File: config.mk
export PLATFORM = sky130hd
export DESIGN_NAME = cc_cv_charge_controller_flat
export DESIGN_NICKNAME = d
export VERILOG_FILES = /design/src/design/ccc_pkg.sv /design/src/design/ccc_in_if.sv /design/src/design/ccc_out_if.sv /design/src/design/ccc_ram.sv /design/src/design/cc_cv_charge_controller.sv /design/src/flat_wrapper.sv
export SDC_FILE = /design/constraint.sdc
export NUM_CORES = 2
export LEC_CHECK = 0
export BUFFER_PORTS_ARGS = -buffer_cell sky130_fd_sc_hd__buf_2
export CAP_MARGIN = 40
export CORE_MARGIN = 5
export CORE_UTILIZATION = 35
export CTS_CLUSTER_DIAMETER = 50
export DETAILED_ROUTE_END_ITERATION = 8
export GPL_TIMING_DRIVEN = 0
export PLACE_DENSITY = 0.59
export REMOVE_ABC_BUFFERS = 1
export SYNTH_ARGS = -nofsm -noshare
export SYNTH_HDL_FRONTEND = slang
export SYNTH_HIERARCHICAL = 1
export SYNTH_SLANG_ARGS = --single-unit
export TNS_END_PERCENT = 30
File: constraint.sdc
create_clock -name clk -period 14.9 [get_ports clk]
set_input_delay 2.235 -clock clk [delete_from_list [all_inputs] [get_ports clk]]
set_output_delay 2.235 -clock clk [all_outputs]
set_load 0.005 [all_outputs]
File: src/design/ccc_pkg.sv
// ----------------------------------------------------------------------------
// ccc_pkg
// Shared constants and types of the cc/cv charge controller: phase codes,
// request codes, register indexes and cell store geometry.
// ----------------------------------------------------------------------------
`default_nettype none

package ccc_pkg;

  // cell store geometry
  localparam int MAX_CELLS = 128;
  localparam int CELL_AW   = (MAX_CELLS > 1) ? $clog2(MAX_CELLS) : 1;
  localparam int CELL_CW   = $clog2(MAX_CELLS + 1);
  localparam int CELL_W    = 16;

  // configuration port
  localparam int CFG_DW = 32;
  typedef logic [2:0] cfg_idx_t;

  localparam cfg_idx_t REG_CELL_MAX     = 3'd0;
  localparam cfg_idx_t REG_CC_VOLTAGE   = 3'd1;
  localparam cfg_idx_t REG_CV_VOLTAGE   = 3'd2;
  localparam cfg_idx_t REG_CHARGE_CUR   = 3'd3;
  localparam cfg_idx_t REG_CV_DONE_CUR  = 3'd4;
  localparam cfg_idx_t REG_CV_DONE_TIME = 3'd5;
  localparam cfg_idx_t REG_BAL_THRESH   = 3'd6;
  localparam cfg_idx_t REG_NUM_CELLS    = 3'd7;

  // charge phases
  typedef logic [2:0] phase_t;

  localparam phase_t PH_OFF  = 3'd0;
  localparam phase_t PH_INIT = 3'd1;
  localparam phase_t PH_CC   = 3'd2;
  localparam phase_t PH_CV   = 3'd3;
  localparam phase_t PH_BAL  = 3'd4;
  localparam phase_t PH_DONE = 3'd5;

  // mode requests
  typedef logic [1:0] req_t;

  localparam req_t REQ_CHARGE  = 2'd0;
  localparam req_t REQ_BALANCE = 2'd1;

  // item kinds
  localparam logic MODE_CELL_WRITE = 1'b0;
  localparam logic MODE_STEP       = 1'b1;

  localparam logic [15:0] CELL_MAX_RESET = 16'd4200;

endpackage

`default_nettype wire

File: src/design/ccc_in_if.sv
// ----------------------------------------------------------------------------
// ccc_in_if
// Input channel of the charge controller: cell writes and control steps.
// ----------------------------------------------------------------------------
`default_nettype none

interface ccc_in_if;
  logic        valid;
  logic        ready;
  logic        mode;
  logic [6:0]  cell_index;
  logic [15:0] cell_mv;
  logic [1:0]  request;
  logic        contactor_fb;
  logic        charger_is_on;
  logic        bal_hold;
  logic [15:0] hi_cell_mv;
  logic [19:0] pack_current_ma;
  logic [31:0] ms_ticks;
  logic [15:0] bal_target_mv;

  modport source (
    output valid, mode, cell_index, cell_mv, request, contactor_fb,
           charger_is_on, bal_hold, hi_cell_mv, pack_current_ma,
           ms_ticks, bal_target_mv,
    input  ready
  );

  modport sink (
    input  valid, mode, cell_index, cell_mv, request, contactor_fb,
           charger_is_on, bal_hold, hi_cell_mv, pack_current_ma,
           ms_ticks, bal_target_mv,
    output ready
  );
endinterface

`default_nettype wire

File: src/design/ccc_out_if.sv
// ----------------------------------------------------------------------------
// ccc_out_if
// Result channel of the charge controller: commands and new phase.
// ----------------------------------------------------------------------------
`default_nettype none

interface ccc_out_if;
  logic        valid;
  logic        ready;
  logic        contactor_cmd;
  logic        charger_enable;
  logic [22:0] voltage_req_mv;
  logic [19:0] curr_setpt_ma;
  logic [2:0]  phase_out;

  modport source (
    output valid, contactor_cmd, charger_enable, voltage_req_mv,
           curr_setpt_ma, phase_out,
    input  ready
  );

  modport sink (
    input  valid, contactor_cmd, charger_enable, voltage_req_mv,
           curr_setpt_ma, phase_out,
    output ready
  );
endinterface

`default_nettype wire

File: src/design/ccc_ram.sv
// ----------------------------------------------------------------------------
// ccc_ram
// Generic single-write, single-read synchronous RAM with registered read.
// ----------------------------------------------------------------------------
`default_nettype none

module ccc_ram #(
  parameter int WIDTH = 16,
  parameter int DEPTH = 128
) (
  input  wire logic                                  clk,
  input  wire logic                                  we,
  input  wire logic [((DEPTH > 1) ? $clog2(DEPTH) : 1)-1:0] waddr,
  input  wire logic [WIDTH-1:0]                      wdata,
  input  wire logic [((DEPTH > 1) ? $clog2(DEPTH) : 1)-1:0] raddr,
  output logic      [WIDTH-1:0]                      rdata
);

  logic [WIDTH-1:0] mem [DEPTH];

  // write port and registered read port
  always_ff @(posedge clk) begin
    if (we) begin
      mem[waddr] <= wdata;
    end
    rdata <= mem[raddr];
  end

endmodule

`default_nettype wire

File: src/design/cc_cv_charge_controller.sv
// ----------------------------------------------------------------------------
// cc_cv_charge_controller
// Battery-pack charge sequencer: off, init, cc, cv, balance and done phases.
// Cell writes fill a cell voltage RAM that a balance check in done walks.
// ----------------------------------------------------------------------------
// A cell write gives no result; a control step other than a balance request
//   in done puts its result in the output register at the edge it is accepted.
// A balance request in done walks the cell RAM one read per cycle over the
//   first n = min(num_cells, MAX_CELLS) cells, then writes the result register.
// One item in flight; the next is taken when not scanning and the output register is free.
// Reset: registers to defaults, phase off, cell valid bits cleared at once.
`default_nettype none

module cc_cv_charge_controller (
  input  wire logic              clk,
  input  wire logic              rst,
  input  wire logic              cfg_we,
  input  wire ccc_pkg::cfg_idx_t cfg_index,
  input  wire logic [ccc_pkg::CFG_DW-1:0] cfg_data,
  ccc_in_if.sink                 step_in,
  ccc_out_if.source              step_out
);

  import ccc_pkg::*;

  localparam logic ST_IDLE = 1'b0;
  localparam logic ST_SCAN = 1'b1;

  // configuration registers
  logic [15:0] cell_limit_mv;
  logic [22:0] cc_voltage_mv;
  logic [22:0] cv_voltage_mv;
  logic [19:0] chg_current_ma;
  logic [19:0] cv_done_current_ma;
  logic [31:0] cv_done_time_ms;
  logic [15:0] bal_margin_mv;
  logic [7:0]  num_cells;

  // sequencer state
  phase_t      phase;
  logic [31:0] last_high_tick;
  logic        st;

  // balance scan
  logic [CELL_CW-1:0] issue_cnt;
  logic [CELL_CW-1:0] scan_n;
  logic [CELL_CW-1:0] scan_n_next;
  logic               rd_pend;
  logic               rd_vbit;
  logic               hit;
  logic [16:0]        scan_limit;
  logic               issue_more;
  logic               scan_done;

  // cell store
  logic [MAX_CELLS-1:0] cell_valid;
  logic                 ram_we;
  logic [CELL_AW-1:0]   ram_waddr;
  logic [CELL_AW-1:0]   ram_raddr;
  logic [CELL_W-1:0]    ram_rdata;

  // output register
  logic        out_valid;
  logic        res_close;
  logic        res_enable;
  logic [22:0] res_volt;
  logic [19:0] res_curr;
  phase_t      res_state;

  // handshake
  logic accept;
  logic step_acc;
  logic out_take;

  // step evaluation
  phase_t      p_req;
  phase_t      phase_next;
  logic        c_close;
  logic        c_enable;
  logic [22:0] c_volt;
  logic [19:0] c_curr;
  logic [31:0] last_high_next;
  logic        need_scan;
  logic        want_close;
  logic        below_max;
  logic [31:0] tick_diff;

  assign step_in.ready = (st == ST_IDLE) && (!out_valid || step_out.ready);
  assign accept        = step_in.valid && step_in.ready;
  assign step_acc      = accept && (step_in.mode == MODE_STEP);
  assign out_take      = out_valid && step_out.ready;

  assign step_out.valid          = out_valid;
  assign step_out.contactor_cmd  = res_close;
  assign step_out.charger_enable = res_enable;
  assign step_out.voltage_req_mv = res_volt;
  assign step_out.curr_setpt_ma  = res_curr;
  assign step_out.phase_out      = res_state;

  // configuration writes
  always_ff @(posedge clk) begin
    if (rst) begin
      cell_limit_mv      <= CELL_MAX_RESET;
      cc_voltage_mv      <= '0;
      cv_voltage_mv      <= '0;
      chg_current_ma     <= '0;
      cv_done_current_ma <= '0;
      cv_done_time_ms    <= '0;
      bal_margin_mv      <= '0;
      num_cells          <= '0;
    end else if (cfg_we) begin
      unique case (cfg_index)
        REG_CELL_MAX:     cell_limit_mv      <= cfg_data[15:0];
        REG_CC_VOLTAGE:   cc_voltage_mv      <= cfg_data[22:0];
        REG_CV_VOLTAGE:   cv_voltage_mv      <= cfg_data[22:0];
        REG_CHARGE_CUR:   chg_current_ma     <= cfg_data[19:0];
        REG_CV_DONE_CUR:  cv_done_current_ma <= cfg_data[19:0];
        REG_CV_DONE_TIME: cv_done_time_ms    <= cfg_data[31:0];
        REG_BAL_THRESH:   bal_margin_mv      <= cfg_data[15:0];
        REG_NUM_CELLS:    num_cells          <= cfg_data[7:0];
        default: ;
      endcase
    end
  end

  // cells covered by the balance check
  always_comb begin
    if (32'(num_cells) < 32'(MAX_CELLS)) begin
      scan_n_next = CELL_CW'(num_cells);
    end else begin
      scan_n_next = CELL_CW'(MAX_CELLS);
    end
  end

  assign below_max = step_in.hi_cell_mv < cell_limit_mv;
  assign tick_diff = step_in.ms_ticks - last_high_tick;

  // mode request, then phase logic
  always_comb begin
    p_req          = (phase > PH_DONE) ? PH_OFF : phase;
    phase_next     = PH_OFF;
    c_close        = 1'b0;
    c_enable       = 1'b0;
    c_volt         = '0;
    c_curr         = '0;
    last_high_next = last_high_tick;
    need_scan      = 1'b0;
    want_close     = (step_in.request == REQ_CHARGE);

    if (step_in.request == REQ_CHARGE) begin
      if (p_req == PH_OFF || p_req == PH_BAL) begin
        p_req = PH_INIT;
      end
    end else if (step_in.request == REQ_BALANCE) begin
      if (p_req == PH_OFF || p_req == PH_CC || p_req == PH_CV) begin
        p_req = PH_INIT;
      end
    end else if (p_req != PH_OFF) begin
      p_req = PH_DONE;
    end

    phase_next = p_req;
    case (p_req)
      PH_INIT: begin
        c_close = want_close;
        if (step_in.contactor_fb == want_close) begin
          if (step_in.request == REQ_CHARGE) begin
            phase_next = below_max ? PH_CC : PH_CV;
          end else if (step_in.request == REQ_BALANCE) begin
            phase_next = PH_BAL;
          end
        end
      end
      PH_CC: begin
        c_close  = 1'b1;
        c_enable = 1'b1;
        c_curr   = chg_current_ma;
        if (!below_max) begin
          phase_next = PH_CV;
          c_volt     = cv_voltage_mv;
        end else begin
          c_volt = cc_voltage_mv;
        end
        if (!step_in.contactor_fb) begin
          c_enable   = 1'b0;
          c_volt     = '0;
          c_curr     = '0;
          phase_next = PH_INIT;
        end
      end
      PH_CV: begin
        c_close  = 1'b1;
        c_enable = 1'b1;
        c_curr   = chg_current_ma;
        if (below_max) begin
          phase_next = PH_CC;
          c_volt     = cc_voltage_mv;
        end else begin
          c_volt = cv_voltage_mv;
          if (step_in.pack_current_ma >= cv_done_current_ma) begin
            last_high_next = step_in.ms_ticks;
          end
        end
        if (!below_max && step_in.pack_current_ma < cv_done_current_ma &&
            tick_diff >= cv_done_time_ms) begin
          // low current held long enough: charging complete
          c_close    = 1'b0;
          c_enable   = 1'b0;
          c_volt     = '0;
          c_curr     = '0;
          phase_next = PH_DONE;
        end else if (!step_in.contactor_fb) begin
          c_enable   = 1'b0;
          c_volt     = '0;
          c_curr     = '0;
          phase_next = PH_INIT;
        end
      end
      PH_BAL: begin
        if (!step_in.bal_hold) begin
          phase_next = PH_DONE;
        end
        if (step_in.contactor_fb) begin
          phase_next = PH_INIT;
        end
      end
      PH_DONE: begin
        if (step_in.request == REQ_CHARGE) begin
          if (below_max) begin
            phase_next = PH_INIT;
          end
        end else if (step_in.request == REQ_BALANCE) begin
          need_scan = 1'b1;
        end else if (!step_in.contactor_fb && !step_in.charger_is_on) begin
          phase_next = PH_OFF;
        end
      end
      default: ;
    endcase
  end

  // cell store writes
  assign ram_we    = accept && (step_in.mode == MODE_CELL_WRITE) &&
                     (32'(step_in.cell_index) < 32'(MAX_CELLS));
  assign ram_waddr = CELL_AW'(step_in.cell_index);
  assign ram_raddr = issue_cnt[CELL_AW-1:0];

  assign issue_more = issue_cnt < scan_n;
  assign scan_done  = (st == ST_SCAN) && !issue_more && !rd_pend;

  ccc_ram #(
    .WIDTH (CELL_W),
    .DEPTH (MAX_CELLS)
  ) u_cell_ram (
    .clk   (clk),
    .we    (ram_we),
    .waddr (ram_waddr),
    .wdata (step_in.cell_mv),
    .raddr (ram_raddr),
    .rdata (ram_rdata)
  );

  // valid bits: an unwritten cell reads as zero
  always_ff @(posedge clk) begin
    if (rst) begin
      cell_valid <= '0;
    end else if (ram_we) begin
      cell_valid[ram_waddr] <= 1'b1;
    end
  end

  // sequencer and balance scan control
  always_ff @(posedge clk) begin
    if (rst) begin
      st             <= ST_IDLE;
      phase          <= PH_OFF;
      last_high_tick <= '0;
      rd_pend        <= 1'b0;
    end else begin
      unique case (st)
        ST_IDLE: begin
          rd_pend <= 1'b0;
          if (step_acc) begin
            phase          <= phase_next;
            last_high_tick <= last_high_next;
            if (need_scan) begin
              st <= ST_SCAN;
            end
          end
        end
        ST_SCAN: begin
          rd_pend <= issue_more;
          if (scan_done) begin
            st    <= ST_IDLE;
            phase <= hit ? PH_INIT : PH_DONE;
          end
        end
        default: st <= ST_IDLE;
      endcase
    end
  end

  // scan datapath
  always_ff @(posedge clk) begin
    if (st == ST_IDLE) begin
      issue_cnt  <= '0;
      scan_n     <= scan_n_next;
      hit        <= 1'b0;
      scan_limit <= {1'b0, step_in.bal_target_mv} + {1'b0, bal_margin_mv};
    end else begin
      if (issue_more) begin
        issue_cnt <= issue_cnt + CELL_CW'(1);
        rd_vbit   <= cell_valid[ram_raddr];
      end
      if (rd_pend && rd_vbit && ({1'b0, ram_rdata} > scan_limit)) begin
        hit <= 1'b1;
      end
    end
  end

  // result register
  always_ff @(posedge clk) begin
    if (rst) begin
      out_valid <= 1'b0;
    end else if ((step_acc && !need_scan) || scan_done) begin
      out_valid <= 1'b1;
    end else if (out_take) begin
      out_valid <= 1'b0;
    end
  end

  always_ff @(posedge clk) begin
    if (scan_done) begin
      res_close  <= 1'b0;
      res_enable <= 1'b0;
      res_volt   <= '0;
      res_curr   <= '0;
      res_state  <= hit ? PH_INIT : PH_DONE;
    end else if (step_acc && !need_scan) begin
      res_close  <= c_close;
      res_enable <= c_enable;
      res_volt   <= c_volt;
      res_curr   <= c_curr;
      res_state  <= phase_next;
    end
  end

endmodule

`default_nettype wire

File: src/flat_wrapper.sv
// flat-port wrapper written by rule: the top's interface ports become plain ports
module cc_cv_charge_controller_flat import ccc_pkg::*;
  (clk, rst, cfg_we, cfg_index, cfg_data, step_in_valid, step_in_mode, step_in_cell_index, step_in_cell_mv, step_in_request, step_in_contactor_fb, step_in_charger_is_on, step_in_bal_hold, step_in_hi_cell_mv, step_in_pack_current_ma, step_in_ms_ticks, step_in_bal_target_mv, step_in_ready, step_out_valid, step_out_contactor_cmd, step_out_charger_enable, step_out_voltage_req_mv, step_out_curr_setpt_ma, step_out_phase_out, step_out_ready);
  ccc_in_if step_in_i ();
  ccc_out_if step_out_i ();
  input  wire logic clk;
  input  wire logic rst;
  input  wire logic cfg_we;
  input  wire ccc_pkg::cfg_idx_t cfg_index;
  input  wire logic [ccc_pkg::CFG_DW-1:0] cfg_data;
  input wire logic [$bits(step_in_i.valid)-1:0] step_in_valid;
  input wire logic [$bits(step_in_i.mode)-1:0] step_in_mode;
  input wire logic [$bits(step_in_i.cell_index)-1:0] step_in_cell_index;
  input wire logic [$bits(step_in_i.cell_mv)-1:0] step_in_cell_mv;
  input wire logic [$bits(step_in_i.request)-1:0] step_in_request;
  input wire logic [$bits(step_in_i.contactor_fb)-1:0] step_in_contactor_fb;
  input wire logic [$bits(step_in_i.charger_is_on)-1:0] step_in_charger_is_on;
  input wire logic [$bits(step_in_i.bal_hold)-1:0] step_in_bal_hold;
  input wire logic [$bits(step_in_i.hi_cell_mv)-1:0] step_in_hi_cell_mv;
  input wire logic [$bits(step_in_i.pack_current_ma)-1:0] step_in_pack_current_ma;
  input wire logic [$bits(step_in_i.ms_ticks)-1:0] step_in_ms_ticks;
  input wire logic [$bits(step_in_i.bal_target_mv)-1:0] step_in_bal_target_mv;
  output wire logic [$bits(step_in_i.ready)-1:0] step_in_ready;
  output wire logic [$bits(step_out_i.valid)-1:0] step_out_valid;
  output wire logic [$bits(step_out_i.contactor_cmd)-1:0] step_out_contactor_cmd;
  output wire logic [$bits(step_out_i.charger_enable)-1:0] step_out_charger_enable;
  output wire logic [$bits(step_out_i.voltage_req_mv)-1:0] step_out_voltage_req_mv;
  output wire logic [$bits(step_out_i.curr_setpt_ma)-1:0] step_out_curr_setpt_ma;
  output wire logic [$bits(step_out_i.phase_out)-1:0] step_out_phase_out;
  input wire logic [$bits(step_out_i.ready)-1:0] step_out_ready;
  assign step_in_i.valid = step_in_valid;
  assign step_in_i.mode = step_in_mode;
  assign step_in_i.cell_index = step_in_cell_index;
  assign step_in_i.cell_mv = step_in_cell_mv;
  assign step_in_i.request = step_in_request;
  assign step_in_i.contactor_fb = step_in_contactor_fb;
  assign step_in_i.charger_is_on = step_in_charger_is_on;
  assign step_in_i.bal_hold = step_in_bal_hold;
  assign step_in_i.hi_cell_mv = step_in_hi_cell_mv;
  assign step_in_i.pack_current_ma = step_in_pack_current_ma;
  assign step_in_i.ms_ticks = step_in_ms_ticks;
  assign step_in_i.bal_target_mv = step_in_bal_target_mv;
  assign step_in_ready = step_in_i.ready;
  assign step_out_valid = step_out_i.valid;
  assign step_out_contactor_cmd = step_out_i.contactor_cmd;
  assign step_out_charger_enable = step_out_i.charger_enable;
  assign step_out_voltage_req_mv = step_out_i.voltage_req_mv;
  assign step_out_curr_setpt_ma = step_out_i.curr_setpt_ma;
  assign step_out_phase_out = step_out_i.phase_out;
  assign step_out_i.ready = step_out_ready;
  cc_cv_charge_controller u_core (.clk(clk), .rst(rst), .cfg_we(cfg_we), .cfg_index(cfg_index), .cfg_data(cfg_data), .step_in(step_in_i), .step_out(step_out_i));
endmodule
Word level (Yosys, flattened, before mapping)
Memory sizes are Yosys's and may differ from the RTL's. A register that Yosys moved wholly into a read port is not among the register bits.
Cells that the tools add are included.
Cells by class
  reduce and logical (&&, ||, !) cells: 43
  bitwise logic cells: 4
  magnitude comparators: 11
  add/sub/neg operators: 3
  equality and inequality tests: 19
  mux-type cells: 56
Operators with widths (number)
  128-bit bitwise OR: 1
  3-bit two-way mux: 25
  23-bit two-way mux: 3
  23-bit case mux with 2 select lines: 1
  20-bit two-way mux: 2
  20-bit case mux with 2 select lines: 1
  32-bit >= comparator: 1
  32-bit subtractor: 1
  3-bit == test (second input constant): 7
  20-bit >= comparator: 1
  20-bit less-than comparator: 1
  2-bit AND reduction: 10
  3-bit by 2-bit == test with 1-bit output (second input constant): 6
  16-bit by 16-bit adder with 17-bit output: 1
  16-bit by 17-bit > comparator with 1-bit output: 1
  16-bit less-than comparator: 1
  7-bit by 8-bit less-than comparator with 1-bit output (second input constant): 2
  1-bit two-way mux: 16
  3-bit case mux with 5 select lines: 1
  1-bit logical AND: 14
  8-bit by 1-bit adder with 8-bit output (second input constant): 1
  8-bit less-than comparator: 1
  8-bit less-than comparator (second input constant): 1
  1-bit binary-select mux with 7-bit select: 1
  19 further kinds: 36
Storage, ports and cells
  memories: 1
  RAM bits: 2048
  output and inout port bits: 50
  input port bits: 153
  flip-flop bits (word level): 407
Memory list
  u_core.u_cell_ram.mem: depth 128, width 16, rd ports 1, clocked after Yosys merged registers in 1, write ports 1, RTL line ccc_ram.sv:19  | logic [WIDTH-1:0] mem [DEPTH];

Logic depth before layout (Yosys ltp)
  depth in word-level cells: 14
  gate-level depth with buffers: 24
  depth with buffers taken out: 23

Cells and area by module
The synthesis kept the hierarchy.
By module, submodules not included
  ccc_ram: cells each 3086, area an instance 78522.8 µm², instances 1, sequential area each 61819.3 µm²
  cc_cv_charge_controller: cells each 2219, area an instance 19477.4 µm², instances 1, sequential area each 8438.1 µm²

Worst setup path after synthesis
OpenSTA, ideal clock, no wires.
  kind: input port to flip-flop
  start: input step_in_ms_ticks[0]
  end: register u_core.res_curr[10] (netlist: u_core/step_out.curr_setpt_ma[10])
  required time: 14.840 ns
  stages on the path: 23
  arrival time: 6.303 ns
  slack: 8.538 ns
  setup time: 0.060 ns
  cells stage by stage: inv_1 ha_1 inv_1 fa_1 a21o_1 a21oi_1 o211ai_1 a21oi_1 nor3_1 o21a_1 o21ai_0 nor3b_1 a311o_1 ha_1 a21o_1 a21oi_1 o21ai_0 a21oi_1 o21ai_0 and3_1 a211oi_1 clkbuf_1 a22o_1
On the way
  word-level cells in the longest chain between the ends: 5
Ends and longest elaborated chain
  start: declaration: RTL line flat_wrapper.sv:21  | input wire logic [$bits(step_in_i.ms_ticks)-1:0] step_in_ms_ticks;
  32-bit subtractor: RTL line cc_cv_charge_controller.sv:136  | assign tick_diff = step_in.ms_ticks - last_high_tick;
  32-bit >= comparator: RTL line cc_cv_charge_controller.sv:205  | tick_diff >= cv_done_time_ms) begin
  1-bit logical AND: RTL line cc_cv_charge_controller.sv:204  | if (!below_max && step_in.pack_current_ma < cv_done_current_ma &&
  20-bit two-way mux: RTL line cc_cv_charge_controller.sv:204
  20-bit case mux with 2 select lines: RTL line cc_cv_charge_controller.sv:163  | case (p_req)
  end signal: assignment: RTL line cc_cv_charge_controller.sv:343  | res_curr <= c_curr;
  end: declaration: RTL line cc_cv_charge_controller.sv:67  | logic [19:0] res_curr;
Every way passes these cells.
A chain may end at the register's enable or synchronous reset.

Worst setup path in the final report
  start: input step_in_ms_ticks[0]
  end: register u_core.res_volt[6] (netlist: u_core/step_out.voltage_req_mv[6])
On the way
  word-level cells in the longest chain between the ends: 5
Ends and longest elaborated chain
  32-bit subtractor: RTL line cc_cv_charge_controller.sv:136
  32-bit >= comparator: RTL line cc_cv_charge_controller.sv:205
  1-bit logical AND: RTL line cc_cv_charge_controller.sv:204
  23-bit two-way mux: RTL line cc_cv_charge_controller.sv:204
  23-bit case mux with 2 select lines: RTL line cc_cv_charge_controller.sv:163
  end signal: assignment: RTL line cc_cv_charge_controller.sv:342  | res_volt <= c_volt;
  end: declaration: RTL line cc_cv_charge_controller.sv:66  | logic [22:0] res_volt;
Every way passes these cells.

==> results.txt <==
The number of ports placed on the die boundary is 203. The wire length after detailed routing came out at 248.7 mm. The worst reg-to-reg setup slack is 9.51 ns. The width of the die came out at 539.2 um. The overall track demand over capacity in global routing is 16.75%. Once detail routing completed, the nets flagged for antenna violations numbered 0. The synthesized instance count came out at 5305.

The count of cells in the finished layout, fillers not included, comes to 9700. The placer's final routability congestion estimate is 0.8088. The number of cells on the worst reg-to-reg path came out at 21. The total CTS buffers is 289.

The buffer levels on the longest clock path is 4. The post-CTS setup-driven buffer insertion count came out at 0. CTS placed an instance of sky130_fd_sc_hd__clkbuf_16 at the clock tree root. The standby leakage power is 36.14 nW. The count of input and output buffers came out at 202. The worst setup path is captured at a register. The final route contains 51470 vias. The sequential cell area came out at 70280 um^2. The effective utilization at floorplan is 35.11%. The total power after layout came out at 14.39 mW. The share of post-route cells with drive strength above 1 is 28.79%. The summed instance area of the synthesized netlist came out at 98000 um^2. The fmax came out at 152.2 MHz. The startpoint identified for the worst register-to-register timing path is u_core/last_high_tick[0]$_SDFFE_PP0P_. Setup repair after global routing left no endpoint under its margin. The first detailed-routing pass took 8 iterations. The DRC marker count from the first detailed-route iteration is 5059. Entering global routing, the biggest net connects 139 pins. By startpoint and endpoint, the worst setup path is classified as input port to register.

The number of antenna violations at the first check in global routing came out at 48. The placeable core region is 279100 um^2. The number of pins exceeding their max-slew limit in the final report came out at 0.

The data arrival time of the critical path is 7.39 ns. The run finished with clean final reports. The number of H-tree levels came out at 5.

The maximum resistive drop on vdd came out at 0.09118 mV. The detail-routed net length per standard cell is 25.64 um. The first-pass GRT wire length came out at 361.3 mm. Row generation in the floorplan step produced 194 rows. Cells fill 41.54% of the core in the end. TritonCTS built the clock tree.

The async set-or-reset flop fraction in the synthesized netlist came out at 0%. The most used flip-flop cell after synthesis is sky130_fd_sc_hd__edfxtp_1. The power density of the placed cells came out at 124.1 nW/um^2. The count of placed standard cells including taps is 9186. The worst setup timing slack at the placement stage is 7.512 ns. The top cell types in the final layout, fill and taps aside, are sky130_fd_sc_hd__edfxtp_1 (2077), sky130_fd_sc_hd__mux4_2 (714), sky130_fd_sc_hd__dfxtp_1 (387), sky130_fd_sc_hd__nand2_1 (360), sky130_fd_sc_hd__a21oi_1 (345). The worst-margin pin slew came out at 0.9369 ns. Summing the sequential cell areas from Yosys gives 71.69% of the chip area. The number of filler cells placed in the layout is 24420. The chip height came out at 539.2 um. The hold-fix buffer count after cts came out at 0. The overflow left after global routing came out at 0. The total DRC errors in the routed layout came out at 0. After layout, the worst path uses 44.09% of the clock period.

The post-synthesis sequential element count came out at 2471. The synthesis warning total is 6. The total clock sinks came out at 2471. The number of nets in the layout came out at 6046. The share of Yosys cell area claimed by the top area cell type came out at 63.64%. Clock-pin slew was measured on the worst setup and hold paths at 0.05 ns. Compared with the post-synthesis result, the final layout area differs by 18.31%. Of all nets on the critical path, the largest fanout is 23.

The sum of net half-perimeters after detailed placement is 164.9 mm. In this run the worst hold path is classified as register to register. The count of endpoints failing hold in the final timing report is 0. The placement-stage cell area is 107200 um^2. The worst hold margin is 0.4492 ns. The synthesized design spends more area on one cell type than any other, namely sky130_fd_sc_hd__edfxtp_1. The number of gates resized after CTS is 0. For the worst setup path, the data required time is 15.72 ns.

The final critical delay including setup and external delays is 6.570 ns. The via-per-instance ratio is 5.306. The clock latency at the later pin of the worst-skew pair is 0.91 ns. The worst path setup slack after routing came out at 8.330 ns. The most common cell after layout, fill and taps aside is sky130_fd_sc_hd__edfxtp_1. The via count of the first global-routing pass was 51480. The endpoint identified for the worst register-to-register timing path is u_core/step_out.voltage_req_mv[6]$_SDFFE_PP0P_.

The sort of element at the start of the critical path is an input port. Between clock sinks in the finished design, the worst skew comes to 0.06969 ns. The floorplan step defined a die boundary enclosing 290700 um^2. Ranked by total cell area, the synthesized netlist is headed by sky130_fd_sc_hd__edfxtp_1 (64%), sky130_fd_sc_hd__mux4_2 (16%), sky130_fd_sc_hd__dfxtp_1 (8.0%), sky130_fd_sc_hd__a21oi_1 (1.8%), sky130_fd_sc_hd__ha_1 (1.8%). The number of unique standard cell types used by synthesis is 66. The most critical setup path has its startpoint at step_in_ms_ticks[0]. The max-cap violation count is 0.

Dividing the synthesized area by the synthesized cell count gives 18.47 um^2. The area of combinational cells with multiple inputs is 26490 um^2. Setup violations remaining at the end of the flow were counted as 0. The setup TNS came out at 0 ns. The final standard cell area without fillers came out at 115900 um^2. The worst-case headroom to the max-slew limit is 37.54%. Yosys mapped a number of flops with a built-in enable equal to 2077.

The critical path ends at u_core/step_out.voltage_req_mv[6]$_SDFFE_PP0P_.
-- cells in the mapped netlist, types with 7 or more instances --
| master | instances |
|---|---|
| sky130_fd_sc_hd__nor2b_1 | 35 |
| sky130_fd_sc_hd__mux4_2 | 714 |
| sky130_fd_sc_hd__mux2_2 | 17 |
| sky130_fd_sc_hd__a21o_1 | 43 |
| sky130_fd_sc_hd__o2bb2ai_1 | 23 |
| sky130_fd_sc_hd__clkbuf_1 | 172 |
| sky130_fd_sc_hd__and3_1 | 8 |
| sky130_fd_sc_hd__xnor2_1 | 29 |
| sky130_fd_sc_hd__clkbuf_2 | 8 |
| sky130_fd_sc_hd__xor2_1 | 14 |
| sky130_fd_sc_hd__o211ai_1 | 7 |
| sky130_fd_sc_hd__nand3_1 | 27 |
| sky130_fd_sc_hd__o21a_1 | 14 |
| sky130_fd_sc_hd__mux2i_1 | 57 |
| sky130_fd_sc_hd__a211oi_1 | 7 |
| sky130_fd_sc_hd__inv_1 | 146 |
| sky130_fd_sc_hd__nand4_1 | 20 |
| sky130_fd_sc_hd__nor3_1 | 34 |
| sky130_fd_sc_hd__a22o_1 | 21 |
| sky130_fd_sc_hd__nand2_1 | 362 |
| sky130_fd_sc_hd__dfxtp_1 | 394 |
| sky130_fd_sc_hd__buf_2 | 61 |
| sky130_fd_sc_hd__nor2_1 | 343 |
| sky130_fd_sc_hd__ha_1 | 138 |
| sky130_fd_sc_hd__o21ai_0 | 38 |
| sky130_fd_sc_hd__edfxtp_1 | 2077 |
| sky130_fd_sc_hd__a21oi_1 | 345 |
| sky130_fd_sc_hd__buf_1 | 30 |
| sky130_fd_sc_hd__nand2b_1 | 23 |
-- worst max-delay path, stage by stage --
cell and delay, ns:
sky130_fd_sc_hd__buf_2 0.12, sky130_fd_sc_hd__inv_1 0.06, sky130_fd_sc_hd__ha_1 0.16, sky130_fd_sc_hd__inv_1 0.05
sky130_fd_sc_hd__fa_1 0.41, sky130_fd_sc_hd__a21o_1 0.19, sky130_fd_sc_hd__a21oi_1 0.29, sky130_fd_sc_hd__o211ai_1 0.28
sky130_fd_sc_hd__a21oi_1 0.41, sky130_fd_sc_hd__nor3_1 0.12, sky130_fd_sc_hd__o21a_1 0.19, sky130_fd_sc_hd__o21ai_0 0.27
sky130_fd_sc_hd__nor3b_1 0.09, sky130_fd_sc_hd__a311o_1 0.36, sky130_fd_sc_hd__ha_1 0.31, sky130_fd_sc_hd__a21o_1 0.16
sky130_fd_sc_hd__a21oi_1 0.14, sky130_fd_sc_hd__o21ai_0 0.12, sky130_fd_sc_hd__a21oi_1 0.15, sky130_fd_sc_hd__o21ai_0 0.13
sky130_fd_sc_hd__and3_1 0.29, sky130_fd_sc_hd__a211o_1 0.60, sky130_fd_sc_hd__o2bb2ai_1 0.25
-- registers in the layout, summed over array words and instances (netlist names), 3 cells and up --
name	count
u_core/scan_limit	17
u_core/last_high_tick	32
u_core/u_cell_ram/rdata	16
u_core/issue_cnt	8
u_core/step_out.curr_setpt_ma	20
u_core/scan_n	8
u_core/cell_limit_mv	16
u_core/num_cells	8
u_core/cv_voltage_mv	23
u_core/bal_margin_mv	16
u_core/u_cell_ram/mem	2048
u_core/cc_voltage_mv	23
u_core/chg_current_ma	20
u_core/cv_done_time_ms	32
u_core/step_out.voltage_req_mv	23
u_core/step_out.phase_out	3
u_core/phase	3
u_core/cv_done_current_ma	20
u_core/cell_valid	128
-- worst min path at each step --
stage	startpoint	end	slack, ns	cells past startpoint
floorplan	u_core/num_cells[0]$_SDFFE_PP0P_	u_core/num_cells[0]$_SDFFE_PP0P_	0.43	2
global placement	u_core/step_out.charger_enable$_SDFFE_PP0P_	u_core/step_out.charger_enable$_SDFFE_PP0P_	0.43	1
detailed placement	u_core/step_out.charger_enable$_SDFFE_PP0P_	u_core/step_out.charger_enable$_SDFFE_PP0P_	0.44	1
CTS	u_core/cc_voltage_mv[17]$_SDFFE_PP0P_	u_core/cc_voltage_mv[17]$_SDFFE_PP0P_	0.45	2
global route	u_core/cv_voltage_mv[14]$_SDFFE_PP0P_	u_core/cv_voltage_mv[14]$_SDFFE_PP0P_	0.47	2
finish	u_core/num_cells[4]$_SDFFE_PP0P_	u_core/num_cells[4]$_SDFFE_PP0P_	0.45	2
-- cell families (layout without fill, tap and decap cells) --
| kind of cell | count (synthesis) | after routing | share of synthesized area [%] |
|---|---|---|---|
| AOI/OAI and AO/OA | 555 | 555 | 3.403 |
| xor gates and xnor gates | 43 | 43 | 0.3843 |
| adders and majority gates | 140 | 140 | 1.803 |
| buffers and inverters | 423 | 1074 | 1.739 |
| DFF | 2471 | 2471 | 71.69 |
| muxes | 788 | 788 | 17.19 |
| other | 0 | 20 | 0 |
| and+or+nand+nor | 885 | 885 | 3.794 |
-- cell type report --
type / instances / area share (%)
Antenna cell: 20 / 0.04317
Clock inverter: 116 / 0.7176
Clock buffer: 378 / 6.750
Timing Repair Buffer: 434 / 4.532
Tap cell: 3724 / 4.019
Sequential cell: 2471 / 60.62
Inverter: 146 / 0.4727
Multi-Input combinational cell: 2411 / 22.85
-- per-layer routing --
layer / vias to the layer above / track usage (%) / part of all wire, % / wire [um]
met5: - / 0 / 0.043 / 108
met4: 16 / 4.233 / 2.1 / 5286
met3: 342 / 3.687 / 7.9 / 19740
met2: 1919 / 26.87 / 48 / 118800
met1: 27110 / 23.31 / 42 / 104700
li1: 22080 / - / - / -
-- power by group --
| part | internal [mW] | switching, mW | leakage, nW |
|---|---|---|---|
| logic | 0.114 | 0.270 | 10.0 |
| clock network | 3.79 | 2.70 | 4.19 |
| registers | 7.50 | 0.00961 | 21.9 |
No activity file was read; power rests on OpenSTA's default activity.
